$ cat config.mk
export PLATFORM = sky130hd
export DESIGN_NAME = longest_prefix_route_lookup_core
export DESIGN_NICKNAME = d
export VERILOG_FILES = /design/src/hdl/lpr_pkg.sv /design/src/hdl/lpr_table.sv /design/src/hdl/longest_prefix_route_lookup_core.sv
export SDC_FILE = /design/constraint.sdc
export NUM_CORES = 1
export LEC_CHECK = 0
export BUFFER_PORTS_ARGS = -buffer_cell sky130_fd_sc_hd__buf_2
export CORE_UTILIZATION = 40
export CTS_CLUSTER_DIAMETER = 30
export DETAILED_ROUTE_END_ITERATION = 7
export SYNTH_ARGS = -nofsm -noshare
export SYNTH_HDL_FRONTEND = slang
export SYNTH_SLANG_ARGS = --single-unit
$ cat constraint.sdc
create_clock -name clk -period 8.14 [get_ports clk]
set_input_delay 0.814 -clock clk [delete_from_list [all_inputs] [get_ports clk]]
set_output_delay 0.814 -clock clk [all_outputs]
set_load 0.01 [all_outputs]
$ cat src/hdl/lpr_pkg.sv
package lpr_pkg;

  localparam int TABLE_DEPTH = 16;
  localparam int NUM_IFACES  = 16;

  localparam int ADDR_W  = (TABLE_DEPTH > 1) ? $clog2(TABLE_DEPTH) : 1;
  localparam int CNT_W   = $clog2(TABLE_DEPTH + 1);
  localparam int IP_W    = 32;
  localparam int LEN_W   = 6;
  localparam int IFACE_W = 4;
  localparam int TTL_W   = 8;
  localparam int STAT_W  = 3;

  localparam logic [LEN_W-1:0] MAX_LEN = LEN_W'(IP_W);
  localparam logic [TTL_W-1:0] MIN_TTL = TTL_W'(2);

  localparam logic CMD_ADD   = 1'b0;
  localparam logic CMD_ROUTE = 1'b1;

  typedef enum logic [STAT_W-1:0] {
    ST_ADDED        = 3'd0,
    ST_FORWARDED    = 3'd1,
    ST_DROP_TTL     = 3'd2,
    ST_DROP_NOROUTE = 3'd3,
    ST_FULL         = 3'd4
  } status_t;

  typedef struct packed {
    logic [IP_W-1:0]    prefix;
    logic [LEN_W-1:0]   length;
    logic               has_hop;
    logic [IP_W-1:0]    hop_addr;
    logic [IFACE_W-1:0] iface;
  } entry_t;

  // high-order mask for a prefix length of 0..32
  function automatic logic [IP_W-1:0] len_mask(input logic [LEN_W-1:0] len);
    len_mask = ~({IP_W{1'b1}} >> len);
  endfunction

endpackage

$ cat src/hdl/lpr_table.sv
module lpr_table (
  input  logic                        clk,
  input  logic                        wr_en,
  input  logic [lpr_pkg::ADDR_W-1:0]  wr_addr,
  input  lpr_pkg::entry_t             wr_data,
  input  logic                        rd_en,
  input  logic [lpr_pkg::ADDR_W-1:0]  rd_addr,
  output lpr_pkg::entry_t             rd_data
);

  lpr_pkg::entry_t mem [lpr_pkg::TABLE_DEPTH];

  always_ff @(posedge clk) begin
    if (wr_en) begin
      mem[wr_addr] <= wr_data;
    end
  end

  always_ff @(posedge clk) begin
    if (rd_en) begin
      rd_data <= mem[rd_addr];
    end
  end

endmodule

$ cat src/hdl/longest_prefix_route_lookup_core.sv
// Longest-prefix-match route table and forwarding decision.
//
// Commands enter on start while busy is low; cmd selects add-route or
// route-datagram. Every transaction gives exactly one result, shown on
// status/out_iface/hop_addr/ttl_out for one cycle with done high. The
// receiver cannot stall; done and busy are never high together, so a new
// command may be issued in the cycle done is shown.
//
// Add route, and a datagram dropped for TTL below 2: result is registered in
// the cycle after the command; busy stays low.
// Route lookup: the table is scanned one entry per cycle through its single
// registered read port, and the result follows once the last filled entry
// has been compared; busy is high meanwhile.
//
// Reset (rst, synchronous) empties the table and returns to idle; table
// contents are not cleared, only the fill count.
module longest_prefix_route_lookup_core (
  input  logic                          clk,
  input  logic                          rst,
  input  logic                          start,
  output logic                          busy,
  input  logic                          cmd,
  input  logic [lpr_pkg::IP_W-1:0]      route_net,
  input  logic [lpr_pkg::LEN_W-1:0]     prefix_len,
  input  logic                          has_next_hop,
  input  logic [lpr_pkg::IP_W-1:0]      next_hop_addr,
  input  logic [lpr_pkg::IFACE_W-1:0]   iface_index,
  input  logic [lpr_pkg::IP_W-1:0]      dest_addr,
  input  logic [lpr_pkg::TTL_W-1:0]     ttl_in,
  output logic                          done,
  output logic [lpr_pkg::STAT_W-1:0]    status,
  output logic [lpr_pkg::IFACE_W-1:0]   out_iface,
  output logic [lpr_pkg::IP_W-1:0]      hop_addr,
  output logic [lpr_pkg::TTL_W-1:0]     ttl_out
);

  typedef enum logic {IDLE, SCAN} state_t;

  state_t                         state;
  logic [lpr_pkg::CNT_W-1:0]      count;
  logic [lpr_pkg::CNT_W-1:0]      issue_idx;
  logic                           cmp_valid;
  logic [lpr_pkg::IP_W-1:0]       dst;
  logic [lpr_pkg::TTL_W-1:0]      ttl;
  logic                           found;
  logic [lpr_pkg::LEN_W-1:0]      best_len;
  logic                           best_has_hop;
  logic [lpr_pkg::IP_W-1:0]       best_hop;
  logic [lpr_pkg::IFACE_W-1:0]    best_iface;

  logic                           accept;
  logic                           table_full;
  logic                           wr_en;
  lpr_pkg::entry_t                wr_data;
  logic                           rd_en;
  lpr_pkg::entry_t                rd_data;
  logic                           match;
  logic                           better;
  logic                           scan_end;

  assign busy       = (state != IDLE);
  assign accept     = start && !busy;
  assign table_full = (count >= lpr_pkg::CNT_W'(lpr_pkg::TABLE_DEPTH));
  assign wr_en      = accept && (cmd == lpr_pkg::CMD_ADD) && !table_full;

  always_comb begin
    wr_data.prefix   = route_net;
    wr_data.length   = (prefix_len > lpr_pkg::MAX_LEN) ? lpr_pkg::MAX_LEN : prefix_len;
    wr_data.has_hop  = has_next_hop;
    wr_data.hop_addr = next_hop_addr;
    wr_data.iface    = iface_index;
  end

  assign rd_en    = (state == SCAN) && (issue_idx < count);
  assign scan_end = (state == SCAN) && !rd_en && !cmp_valid;

  // shared compare unit, one table entry per cycle
  assign match  = ((dst ^ rd_data.prefix) & lpr_pkg::len_mask(rd_data.length)) == '0;
  assign better = cmp_valid && match && (!found || (rd_data.length > best_len));

  lpr_table u_table (
    .clk     (clk),
    .wr_en   (wr_en),
    .wr_addr (count[lpr_pkg::ADDR_W-1:0]),
    .wr_data (wr_data),
    .rd_en   (rd_en),
    .rd_addr (issue_idx[lpr_pkg::ADDR_W-1:0]),
    .rd_data (rd_data)
  );

  always_ff @(posedge clk) begin
    if (rst) begin
      state     <= IDLE;
      count     <= '0;
      issue_idx <= '0;
      cmp_valid <= 1'b0;
      found     <= 1'b0;
      done      <= 1'b0;
    end else begin
      done      <= 1'b0;
      cmp_valid <= rd_en;
      if (rd_en) begin
        issue_idx <= issue_idx + 1'b1;
      end
      if (better) begin
        found        <= 1'b1;
        best_len     <= rd_data.length;
        best_has_hop <= rd_data.has_hop;
        best_hop     <= rd_data.hop_addr;
        best_iface   <= rd_data.iface;
      end
      case (state)
        IDLE: begin
          if (accept) begin
            out_iface <= '0;
            hop_addr  <= '0;
            ttl_out   <= '0;
            if (cmd == lpr_pkg::CMD_ADD) begin
              done <= 1'b1;
              if (table_full) begin
                status <= lpr_pkg::ST_FULL;
              end else begin
                status <= lpr_pkg::ST_ADDED;
                count  <= count + 1'b1;
              end
            end else if (ttl_in < lpr_pkg::MIN_TTL) begin
              done   <= 1'b1;
              status <= lpr_pkg::ST_DROP_TTL;
            end else begin
              dst       <= dest_addr;
              ttl       <= ttl_in;
              issue_idx <= '0;
              cmp_valid <= 1'b0;
              found     <= 1'b0;
              state     <= SCAN;
            end
          end
        end
        SCAN: begin
          if (scan_end) begin
            done  <= 1'b1;
            state <= IDLE;
            if (found && (int'(best_iface) < lpr_pkg::NUM_IFACES)) begin
              status    <= lpr_pkg::ST_FORWARDED;
              out_iface <= best_iface;
              hop_addr  <= best_has_hop ? best_hop : dst;
              ttl_out   <= ttl - 1'b1;
            end else begin
              status <= lpr_pkg::ST_DROP_NOROUTE;
            end
          end
        end
        default: begin
          state <= IDLE;
        end
      endcase
    end
  end

endmodule

Yosys cells after proc, flatten, opt, wreduce, memory -nomap -nowiden:

Memory sizes are Yosys's and may differ from the RTL's. A register that Yosys moved wholly into a read port is not among the register bits.
Index checks and enable logic that the tools add are counted.

* $add $sub $neg: 3
* multiply operators: 0
* div/mod/pow operators: 0
* $lt $le $gt $ge: 5
* equal/unequal tests: 4
* shift operators: 1
* multiplexer cells: 47
* bitwise logic cells: 8
* reductions and logical operators: 20

Operators with widths (count)
* 32-bit 2-to-1 mux: 4
* 32-bit case mux with 2 select lines: 1
* 32-bit bitwise AND: 1
* 32-bit zero test: 1
* 32-bit NOT: 1
* 32-bit by 6-bit right shift with 32-bit output (first input constant): 1
* 32-bit bitwise XOR: 1
* 5-bit 2-to-1 mux: 5
* 8-bit 2-to-1 mux: 3
* 1-bit 2-to-1 mux: 19
* 8-bit case mux with 2 select lines: 1
* 3-bit 2-to-1 mux: 5
* 4-bit 2-to-1 mux: 3
* 4-bit AND reduction: 3
* 5-bit by 1-bit adder with 5-bit output (second input constant): 2
* 1-bit logical AND: 8
* 8-bit by 2-bit < comparator with 1-bit output (second input constant): 1
* 4-bit case mux with 2 select lines: 1
* 8-bit by 1-bit subtractor with 8-bit output (second input constant): 1
* 6-bit greater-than comparator: 1
* 6-bit greater-than comparator (second input constant): 1
* 6-bit 2-to-1 mux: 1
* 3-bit case mux with 2 select lines: 1
* 5-bit greater-or-equal comparator (second input constant): 1
* 11 further kinds: 21

* register bits after elaboration: 144
* latch bits: 0
* bits in writable memories: 1200
* bits in read-only memories: 0
* input bits: 119
* logic and storage cells: 105
* memories kept: 1

Memories
* u_table.mem: depth 16, bits a word 75, rd ports 1, clocked after Yosys merged registers in 1, write ports 1, RTL line lpr_table.sv:11 `lpr_pkg::entry_t mem [lpr_pkg::TABLE_DEPTH];`

Depth between registers and ports, before layout:

Gate-level depths: netlist (run 1).

* depth in word-level cells: 11
* mapped depth: 9
* mapped depth without buffers: 8

Cells and area by module:

Synthesis (run 1) repeated with hierarchy kept, for this count alone.

* cells, all modules: 2380
* area, all modules: 53430.0 um^2

By module, submodules not included
* lpr_table: times used 1, cells each 1926, area an instance 47070.1 um^2, seq. area each 38286.7 um^2
* longest_prefix_route_lookup_core: times used 1, cells each 454, area an instance 6359.8 um^2, seq. area each 4184.0 um^2

Worst setup path after synthesis (run 1):

OpenSTA, ideal clock, no wires.

* kind: input to register
* start point: input port cmd
* end point: memory u_table.mem[3][0] (netlist name), enable pin
* setup time: 0.600 ns
* arrival time: 6.574 ns
* required time: 7.540 ns
* setup slack: 0.965 ns
* cell stages on the path: 5
* path buffers: 1
* path through: nor2_1 and3_1 clkbuf_1 nand2_1 nor3_1

* cells in the longest elaborated chain, start to end: 5

RTL lines
* from (decl): RTL line longest_prefix_route_lookup_core.sv:22 `input logic cmd,`
* 1-bit NOT (no line)
* 1-bit logical AND (2 in series): RTL line longest_prefix_route_lookup_core.sv:64 `assign wr_en = accept && (cmd == lpr_pkg::CMD_ADD) && !table_full;`
* 1-bit 2-to-1 mux: RTL line lpr_table.sv:14 `if (wr_en) begin`
* 1-bit 2-to-1 mux (implied by the code): RTL line lpr_table.sv:15 `mem[wr_addr] <= wr_data;`
* to (decl): RTL line lpr_table.sv:11

Every way passes these cells.

Worst setup path in the final report (run 1):

* start point: register issue_idx[1] (netlist name)
* end point: register, netlist name u_table.rd_data[62]

* cells in the longest elaborated chain, start to end: 2

RTL lines
* from (decl): RTL line longest_prefix_route_lookup_core.sv:41 `logic [lpr_pkg::CNT_W-1:0] issue_idx;`
* from (signal assigned): RTL line longest_prefix_route_lookup_core.sv:103 `issue_idx <= issue_idx + 1'b1;`
* 5-bit < comparator: RTL line longest_prefix_route_lookup_core.sv:74 `assign rd_en = (state == SCAN) && (issue_idx < count);`
* 1-bit logical AND: RTL line longest_prefix_route_lookup_core.sv:74

Several ways; a longest one is shown, not always the timed one.
A chain may end at the register's enable or synchronous reset.

==> out/qor.csv, run 1 <==
metric,value,unit
global-route wire length before repair,188000,um
root buffer cell,clkbuf_16,
Worst EP arrival,4.32,ns
WS Path Type,reg2reg,
WL per Instance,28.1,um
Mapped Area,53700,um^2
worst-path fanout max,70,
crit-path cells,buf_4 > buf_4 > mux4_2 > mux4_2,
leak pwr,0.0213,uW
hold_ws,0.112,ns
Yosys cell types,52,
Detailed Routing Iterations Pass 1,7,
IO Port Bufs,167,
Int Power,16300,uW
"FFs w/ async S/R, synth",0,%
worst path buffer plus inverter count,2,
clock-pin transition on the worst setup and hold timing paths,0.05,ns
count of final setup violators,0,
H-tree depth,5,
fraction of layout cells with a size suffix above 1,37.9,%
Post-synth EDFFs,1405,
Cells after Synth,2218,
global route overflow,0,
Avg Inst Size Synth,24.2,um^2
"delay-heaviest family, CP",buffers and inverters,
CTS Buf Count,304,
syn_nets,2353,
Max stage delay on crit path,0.87,ns
Top-Level Pins,168,
initial antenna violation count,23,
switching power,4020,uW
DP HPWL,73300,um
max-cap viol count,0,
slack of the critical path,4.40,ns
Post-CTS Hold Buffers,0,
placement row count,134,
initial core utilization,40.3,%
largest net degree at the start of global routing,147,
post-DR vias/cell,5.49,
gpl congestion,0.864,
post-route antenna net violation count,0,
fin crit period,3.74,ns
outcome,"complete, no violations",
Clock power frac,58.1,%
Fillers,10369,
core area,133000,um^2
Die Y-Extent,368,um
Setup TNS,0,ns
area delta synth->final,24.2,%
r2r startpoint,issue_idx[1]$_SDFF_PP0_,
switch share,19.8,%
CP Capture Type,flop,
unrepaired setup endpoints after global routing,no,
Cell Pwr Density,305,nW/um^2
final WL,130000,um
register share of total power,40.1,%
routed via count,25411,
final hold violation count,0,
Post-CTS Setup Inserts,0,
Clock Tree Buf Depth,4,
post-CTS sizing,0,
CP Launch Point,issue_idx[1]$_SDFF_PP0_,
sequential element share of the synthesized area,79.2,%
top-area cell type share of the netlist area,78.6,%
crit path launch type,flop,
die width,368,um
die area,136000,um^2
Comb pwr share,1.8,%
Final Max Tran Viols,0,
Synth Warn #,0,
initial DRC count,2509,
clock latency on the worst-skew pair,0.88,ns
Max-Slew Margin vs Limit,16.0,%
maximum VDD drop,0.243,mV
GRT Overall Usage,19.4,%
DRC,0,
main flop type after synthesis,edfxtp_1,
vias in the first global route,26807,
Final Skew,0.0744,ns
final net count,2771,
Hold Startpoint,dest_addr[17],
Clock Sinks,1419,
Worst Tran Pin Value,1.26,ns
pre-CTS setup slack,3.95,ns
CTS tree,built,
Register Area,42500,um^2
largest cells by area after synthesis,"edfxtp_1 79%, mux4_2 16%, mux2i_1 0.62%, dfxtp_1 0.52%, nor2b_1 0.47%",
synthesis-stage register bit count,1419,
cell taking the most area after synthesis,edfxtp_1,
Max Fclk,0.267,GHz
Worst EP required,8.72,ns
hold crit path type,in2reg,
multi-input logic area,10700,um^2
"slowest stage cell, crit path",buf_4,
Final Cycle Share,46.0,%
-- area by class of cell --
| cell class | instances | area share (%) |
|---|---|---|
| timing repair buffer | 219 | 1.90 |
| inverter | 20 | 0.113 |
| antenna | 5 | 0.0188 |
| clock inverter | 187 | 3.06 |
| multi-input combinational | 672 | 16.0 |
| sequential | 1419 | 63.8 |
| tap | 1768 | 3.32 |
| clock buffer | 336 | 11.8 |
-- worst reg2reg max path: cells and delay by family, from the launching register on --
family                 cells  cell delay (ns)
DFF                        1             0.74
buffers and inverters      2             1.78
muxes                      2             0.99
-- flip-flops by register name, summed over array words and instances (netlist names) --
name and flops:
done 1, best_has_hop 1, hop_addr 32, ttl 8, out_iface 4, u_table.mem 1200, cmp_valid 1, issue_idx 5
count 5, best_hop 32, status 3, found 1, u_table.rd_data 75, ttl_out 8, best_len 6, dst 32
best_iface 4, busy 1
-- power by group through the flow --
stage | Combinational (uW) | Sequential (uW) | Clock (uW)
final | 360 | 8140 | 11800
after CTS | 365 | 8140 | 12000
after global placement | 348 | 8270 | 0
after detailed placement | 363 | 8270 | 0
after floorplan | 164 | 8270 | 0
after global routing | 387 | 8140 | 12300
-- metal layers --
| layer | wire length (um) | GRT usage, % |
|---|---|---|
| met1 | 53900 | 26.8 |
| met2 | 62100 | 30.2 |
| met3 | 10800 | 4.86 |
| met4 | 3190 | 6.14 |
| met5 | 115 | 0 |
-- cell families (layout without fill, tap and decap cells) --
group | count (synthesis) | after routing | share of synthesized area (%)
AO/OA/AOI/OAI | 66 | 66 | 0.802
XOR/XNOR | 43 | 43 | 0.702
adder cells (fa/ha/maj) | 16 | 16 | 0.373
buffers and inverters | 127 | 762 | 1.21
flip-flops | 1419 | 1419 | 79.2
multiplexers | 408 | 408 | 16.4
other | 0 | 5 | 0
AND/OR/NAND/NOR | 139 | 139 | 1.40
-- final timing paths --
path                                    to  slack [ns]  cells after the start
max reg2reg  u_table.rd_data[62]$_DFFE_PP_        4.40                      4
min                      dst[17]$_DFFE_PP_        0.11                      1
max          u_table.rd_data[62]$_DFFE_PP_        4.40                      4
min reg2reg          best_hop[2]$_DFFE_PP_        0.41                      0
-- synthesized netlist by cell type, types with 3 or more instances --
cell      count
nor2b_1      40
buf_6        11
xor2_1       25
nand2_1      17
mux2i_1      33
o32ai_1       4
buf_2         9
clkbuf_1     53
dfxtp_1      14
nor2_1       33
o22ai_1       5
xnor2_1      18
nand2b_1      5
nor3_1       10
buf_1        13
inv_1        20
mux4_2      375
o21ai_0      10
buf_4        21
edfxtp_1   1405
nor4_1        6
ha_1         16
o211ai_1      3
nand4_1       5
a21oi_1      23
and2_1       10
-- through the flow --
stage	cells	cell area, um^2	power (uW)	utilization [%]
6_report	4626	66600	20300	50.0
5_1_grt	4622	66600	20800	50.0
4_1_cts	4621	66600	20500	50.0
3_5_place_dp	4098	56700	8630	42.6
3_3_place_gp	4098	56700	8620	42.6
2_1_floorplan	2218	53700	8430	-
-- cells in the final DEF, fill, tap and decap left out, types with 27 or more instances in the layout --
master      instances
buf_4              49
clkinv_4           27
clkinv_1           41
clkbuf_16         311
mux4_2            375
buf_2             167
edfxtp_1         1405
clkinvlp_4         33
bufinv_16          36
nor2b_1            40
mux2i_1            33
clkinv_2           33
No activity file was read; power rests on OpenSTA's default activity.
==> run 2, diff against run 1 <==
--- a/config.mk
+++ b/config.mk
@@ -5,6 +5,7 @@
 export SDC_FILE = /design/constraint.sdc
 export NUM_CORES = 1
 export LEC_CHECK = 0
+export ABC_AREA = 1
 export BUFFER_PORTS_ARGS = -buffer_cell sky130_fd_sc_hd__buf_2
 export CORE_UTILIZATION = 40
 export CTS_CLUSTER_DIAMETER = 30
==> constraint.sdc (replaced) <==
create_clock -name clk -period 3.02 [get_ports clk]
set_input_delay 0.302 -clock clk [delete_from_list [all_inputs] [get_ports clk]]
set_output_delay 0.302 -clock clk [all_outputs]
set_load 0.01 [all_outputs]
==> run 2 against run 1 <==
- wire length increased by 20%
- synthesized cell count increased by 78%
- register-to-register slack got worse by 3.9 ns
- critical endpoint is now issue_idx[0]$_SDFF_PP0_
- highest routed layer unchanged
==> out/qor.csv, run 2 <==
metric,value,unit,change
placement row count,135,,+0.75%
post-CTS sizing,0,,unchanged
die width,372,um,+1.0%
Fillers,11233,,+8.3%
largest net degree at the start of global routing,155,,+5.4%
DP HPWL,81700,um,+11%
met1 usage,31.2,%,+4.4 points
post-DR vias/cell,5.55,,+1.0%
switch share,20.5,%,+0.70 points
most frequent cells in the layout,"1405 x edfxtp_1, 689 x nor2_1, 619 x o21ai_0",,
busiest grt layer,met2,,
global route overflow,0,,unchanged
clock latency on the worst-skew pair,0.87,ns,about the same
Placed Cells,5721,,+40%
CTS tree,built,,
clock-pin transition on the worst setup and hold timing paths,0.05,ns,about the same
Die Y-Extent,372,um,+1.0%
Worst EP arrival,3.25,ns,-1.07 ns
Worst Tran Pin Value,1.18,ns,-0.0734 ns
hold_ws,0.0681,ns,-0.0437 ns
routed via count,35073,,+38%
Setup TNS,0,ns,unchanged
fraction of layout cells with a size suffix above 1,16.2,%,-22 points
Final Cycle Share,84.1,%,+38 points
Finished Layout Cells,6320,,+37%
Max stage delay on crit path,0.60,ns,-0.27 ns
M3 GR Usage,6.56,%,+1.7 points
switching power,11200,uW,+180%
mux cell area share after synthesis,0,%,-16 points
Post-CTS Hold Buffers,117,,+117
largest family of logic cells by synthesized area,compound AO/OA/AOI/OAI gates,,
Synth Warn #,0,,unchanged
Max Fclk,0.394,GHz,+47%
fin util,50.6,%,+0.64 points
Comb pwr share,3.5,%,+1.7 points
gpl congestion,0.894,,+3.5%
max-cap viol count,0,,unchanged
top post-synthesis cells by count,"1405 x edfxtp_1, 708 x nor2_1, 619 x o21ai_0",,
Post-synth EDFFs,1405,,unchanged
maximum VDD drop,0.594,mV,+140%
Clock Sinks,1419,,unchanged
unrepaired setup endpoints after global routing,no,,
"commonest non-fill, non-tap cell in the layout",edfxtp_1,,
initial DRC count,3798,,+51%
GR Util met2,33.4,%,+3.2 points
final WL,156000,um,+20%
"slowest stage cell, crit path",dfxtp_4,,
Biggest register,u_table.mem,,
Max-Slew Margin vs Limit,20.8,%,+4.8 points
area delta synth->final,25.5,%,
count of final setup violators,0,,unchanged
IO Port Bufs,167,,unchanged
sequential element share of the synthesized area,77.6,%,-1.6 points
Mapped Area,54700,um^2,+2.0%
WS Path Type,reg2reg,,
Cell Pwr Density,796,nW/um^2,+160%
r2r startpoint,issue_idx[2]$_SDFF_PP0_,,
Final Skew,0.0550,ns,-0.0194 ns
Int Power,43500,uW,+170%
initial core utilization,40.4,%,+0.10 points
Clock Tree Buf Depth,4,,unchanged
initial antenna violation count,13,,-43%
Avg Inst Size Synth,13.9,um^2,-43%
DRC,0,,unchanged
Cells after Synth,3941,,+78%
crit path launch type,flop,,
Post-Synth Simple-Gate Area,8.48,%,+7.1 points
GRT Overall Usage,22.4,%,+3.0 points
syn_nets,4076,,+73%
final net count,4474,,+61%
core area,136000,um^2,+1.8%
leak pwr,0.0234,uW,+9.5%
Hold Startpoint,prefix_len[1],,
final hold violation count,0,,unchanged
top flop regs,"u_table.mem x1200, u_table.rd_data x75",,
vias in the first global route,33860,,+26%
register share of total power,40.4,%,+0.3 points
fin crit period,2.54,ns,-1.20 ns
worst-path fanout max,20,,-71%
Detailed Routing Iterations Pass 1,6,,-1
Synth Area in Compound Gates,10.6,%,+9.8 points
xor and xnor fraction of the mapped netlist area,0.336,%,-0.37 points
CP Launch Point,issue_idx[2]$_SDFF_PP0_,,
Yosys cell types,40,,-23%
Top-Level Pins,168,,unchanged
top-area cell type share of the netlist area,77.1,%,-1.6 points
Post-CTS Setup Inserts,0,,unchanged
WL per Instance,24.7,um,-12%
H-tree depth,5,,unchanged
reg2reg setup slack,0.48,ns,-3.92 ns
Clock power frac,56.2,%,-1.9 points
CTS Buf Count,280,,-7.9%
die area,138000,um^2,+2.0%
"FFs w/ async S/R, synth",0,%,unchanged
adder-cell share of the synthesized area,0.366,%,-0.0074 points
CP Capture Type,flop,,
crit-path cells,ha_1 > nand2_1 > a21oi_1 > nor2_1 > nand2_2 > nor2_4 > nand2_1 > a21oi_1,,
largest cells by area after synthesis,"edfxtp_1 77%, o21ai_0 5.7%, nor2_1 4.9%, o22ai_1 2.0%, o221ai_1 1.9%",,
cell taking the most area after synthesis,edfxtp_1,,
Worst EP required,3.73,ns,-4.99 ns
root buffer cell,clkbuf_16,,
outcome,"complete, no violations",,
synthesis-stage register bit count,1419,,unchanged
hold crit path type,in2reg,,
main flop type after synthesis,edfxtp_1,,
Final Max Tran Viols,0,,unchanged
global-route wire length before repair,225000,um,+19%
post-route antenna net violation count,0,,unchanged
top-count cell post-synth,edfxtp_1,,
max reg flops,1200,,unchanged
## run 2: final timing paths
check / end / cells after the start
worst min register to register: best_hop[22]$_DFFE_PP_ / 0
worst max register to register: issue_idx[0]$_SDFF_PP0_ / 8
worst max-delay path: issue_idx[0]$_SDFF_PP0_ / 8
worst min-delay path: u_table.mem[6][38]$_DFFE_PP_ / 3
## run 2: cells by family (layout without fill, tap and decap cells)
kind of cell | after synthesis | after routing
XOR/XNOR | 21 | 21
adder cells (fa/ha/maj) | 16 | 16
AND/OR/NAND/NOR | 1155 | 1155
other | 0 | 2
AO/OA/AOI/OAI | 1006 | 1006
flip-flops | 1419 | 1419
buffers and inverters | 324 | 920
## run 2: area by class of cell
cell class / instances / area [um^2] / share of cell area, %
Sequential cell: 1419 / 42500 / 61.9
Multi-Input combinational cell: 2198 / 11000 / 16.0
Clock buffer: 319 / 7300 / 10.6
Timing Repair Buffer: 371 / 3320 / 4.84
Tap cell: 1781 / 2230 / 3.24
Clock inverter: 161 / 2070 / 3.01
Inverter: 69 / 292 / 0.424
Antenna cell: 2 / 5.00 / 0.00729
## run 2: power by group through the flow
stage / sequential, uW / combinational (uW) / clock (uW)
finish: 22100 / 1910 / 30700
detailed placement: 22400 / 1750 / 0
CTS: 22000 / 1900 / 31000
global placement: 22400 / 1730 / 0
global route: 22000 / 2080 / 32000
floorplan: 22400 / 935 / 0
## run 2: stage by stage
step / power (uW) / setup WS, ns / area [um^2]
finish: 54600 / 0.481 / 68700
global route: 56100 / 0.447 / 68700
CTS: 54900 / 0.611 / 68700
detailed placement: 24200 / 0.615 / 58100
global placement: 24100 / 0.560 / 58100
floorplan: 23300 / 0.0976 / 54900
## run 2: routing by layer
| layer | vias to the layer above | wire [um] |
|---|---|---|
| met5 | - | 53 |
| met4 | 8 | 4040 |
| met3 | 263 | 15800 |
| met2 | 1636 | 69400 |
| met1 | 17527 | 66700 |
| li1 | 15639 | - |
## run 2: worst max-delay path, delay by kind of cell, from the launching register on
kind	cells	cell delay, ns
DFF	1	0.60
AOI/OAI and AO/OA	2	0.46
and+or+nand+nor	5	0.99
adders and majority gates	1	0.33
==> run 3, diff against run 2 <==
==> constraint.sdc (replaced) <==
create_clock -name clk -period 2.48 [get_ports clk]
set_input_delay 0.248 -clock clk [delete_from_list [all_inputs] [get_ports clk]]
set_output_delay 0.248 -clock clk [all_outputs]
set_load 0.01 [all_outputs]
==> run 3 against run 2 <==
- hold slack gained 0.027 ns
- wire length shrank 1.3%
- sequential share of layout area grew 0.83 points
- count of clock-buffer cells in the layout shrank 61
- global-route usage shrank 0.42 points
- via count grew 0.31%
- first-iteration DRC count grew 1.7%
- clock power grew 4%
- utilization shrank 0.67 points
- sequential power grew 21%
- clock skew shrank 0.031 ns
- power grew 12%
==> out/qor.csv, run 3 (synthesized netlist as in run 2, its figures left out) <==
metric,value,unit,change
worst-path fanout max,36,,+80%
gpl congestion,0.886,,-0.95%
Clock Tree Buf Depth,3,,-1
Final Cycle Share,93.0,%,+8.9 points
"commonest non-fill, non-tap cell in the layout",edfxtp_1,,
Finished Layout Cells,6315,,-0.079%
Max-Slew Margin vs Limit,24.1,%,+3.3 points
Setup TNS,0,ns,unchanged
global-route wire length before repair,222000,um,-1.0%
n_diodes,0,,-2
global route overflow,0,,unchanged
Reg-to-Reg End,best_hop[1]$_DFFE_PP_,,
die area,138000,um^2,unchanged
Placed Area,58700,um^2,+0.92%
IO Port Bufs,167,,unchanged
final hold violation count,0,,unchanged
largest net degree at the start of global routing,99,,-36%
Top-Level Pins,168,,unchanged
Cell Pwr Density,904,nW/um^2,+14%
outcome,"complete, no violations",,
fraction of layout cells with a size suffix above 1,16.6,%,+0.36 points
crit-path cells,ha_1 > nand2_1 > inv_1 > nand3_1 > o211ai_1 > o21ai_0 > nand2_1 > nand2_1 > nor2_4 > buf_12,,
WL per Instance,24.4,um,-1.2%
GRT Overall Usage,22.0,%,-0.42 points
Final Skew,0.0235,ns,-0.0314 ns
max-cap viol count,0,,unchanged
Hold Startpoint,prefix_len[1],,
core area,136000,um^2,unchanged
Worst Tran Pin Value,1.13,ns,-0.0496 ns
DRC,0,,unchanged
max reg flops,1200,,unchanged
top flop regs,"u_table.mem x1200, u_table.rd_data x75",,
initial DRC count,3864,,+1.7%
reg2reg setup slack,0.17,ns,-0.31 ns
crit path launch type,flop,,
DP HPWL,82800,um,+1.3%
fin crit period,2.31,ns,-0.234 ns
most frequent cells in the layout,"1405 x edfxtp_1, 689 x nor2_1, 619 x o21ai_0",,
initial antenna violation count,7,,-6
post-DR vias/cell,5.57,,+0.39%
Hold Path Depth,3,,unchanged
Worst EP arrival,2.80,ns,-0.45 ns
leak pwr,0.0229,uW,-2.0%
maximum VDD drop,0.559,mV,-5.9%
clock latency on the worst-skew pair,0.82,ns,-0.05 ns
final WL,154000,um,-1.3%
Detailed Routing Iterations Pass 1,7,,+1
post-route antenna net violation count,0,,unchanged
CTS Buf Count,234,,-16%
hold crit path type,in2reg,,
Hold EP,u_table.mem[13][38]$_DFFE_PP_,,
CP Launch Point,u_table.rd_data[42]$_DFFE_PP_,,
clock-pin transition on the worst setup and hold timing paths,0.05,ns,about the same
Final Max Tran Viols,0,,unchanged
design area,67800,um^2,-1.3%
Max Fclk,0.434,GHz,+10%
Worst EP required,2.97,ns,-0.76 ns
initial core utilization,40.4,%,unchanged
CTS tree,built,,
area delta synth->final,23.8,%,
vias in the first global route,33207,,-1.9%
Post-CTS Setup Inserts,0,,unchanged
"slowest stage cell, crit path",edfxtp_1,,
Biggest register,u_table.mem,,
placement row count,135,,unchanged
Clock Sinks,1419,,unchanged
post-CTS sizing,0,,unchanged
count of final setup violators,0,,unchanged
Max stage delay on crit path,0.55,ns,-0.05 ns
H-tree depth,4,,-1
final net count,4461,,-0.29%
root buffer cell,clkbuf_16,,
CP Capture Type,flop,,
unrepaired setup endpoints after global routing,no,,
Die Y-Extent,372,um,unchanged
critical path's most frequent cell,nand2_1,,
r2r startpoint,u_table.rd_data[42]$_DFFE_PP_,,
WS Path Type,reg2reg,,
die width,372,um,unchanged
Placed Cells,5754,,+0.58%
routed via count,35183,,+0.31%
Worst Reg-to-Reg Cells,10,,+2
[run 3: cell types whose count changed in the layout (fill, tap and decap cells not counted), sizes merged]
cell,change
inv,+22
bufinv,-17
clkinv,+5
clkinvlp,+15
clkbuf,-61
diode,-2
buf,+33
[run 3: layout make-up]
cell class	instances	area [um^2]
clock inverters	186	1920
well taps	1781	2230
multi-input cells	2198	11000
repair buffers	404	3820
inverters	69	297
clock buffers	258	6010
flip-flops and latches	1419	42500
fillers	11428	67900
[run 3: repair_timing]
item	4_1_cts	5_1_grt
endpoints found under the hold margin	1233	0
hold buffers	117	0
setup endpoints to repair	0	0
[run 3: per-stage QoR]
stage,util [%],hold slack (ns),total power (uW),setup slack (ns)
after detailed placement,43.3,0.405,29500,0.203
after floorplan,-,0.310,28400,-0.418
after CTS,50.0,0.0321,61600,0.197
after global placement,43.3,0.408,29500,0.175
after global routing,50.0,0.0702,62900,0.0180
final,50.0,0.0953,61200,0.175
[run 3: per-layer routing]
layer  track usage (%)  wire [um]  vias to the layer above
li1                  -          -                    15625
met1              32.1      68300                    17801
met3              4.92      13500                      194
met2              33.0      69500                     1553
met4              5.79       2660                       10
met5                 0         64                        -
[run 3: worst max path at each step]
stage / end / slack, ns / depth (start not counted)
finish: best_hop[1]$_DFFE_PP_ / 0.17 / 10
global route: out_iface[3]$_SDFFCE_PN0P_ / 0.02 / 11
CTS: best_hop[1]$_DFFE_PP_ / 0.20 / 10
detailed placement: best_hop[18]$_DFFE_PP_ / 0.20 / 10
global placement: best_hop[23]$_DFFE_PP_ / 0.17 / 10
floorplan: best_has_hop$_DFFE_PP_ / -0.42 / 9
[run 3: where the power goes]
part / total [uW] / switching, uW / internal (uW)
clock: 32000 / 11700 / 20300
combinational: 2410 / 1650 / 759
sequential: 26800 / 132 / 26700
total: 61200 / 13500 / 47800
[run 3: critical path, delay by kind of cell (launching register included)]
family	cells	cell delay [ns]
DFF	1	0.55
buffers and inverters	2	0.29
and+or+nand+nor	5	0.44
AOI/OAI and AO/OA	2	0.29
adders and majority gates	1	0.38
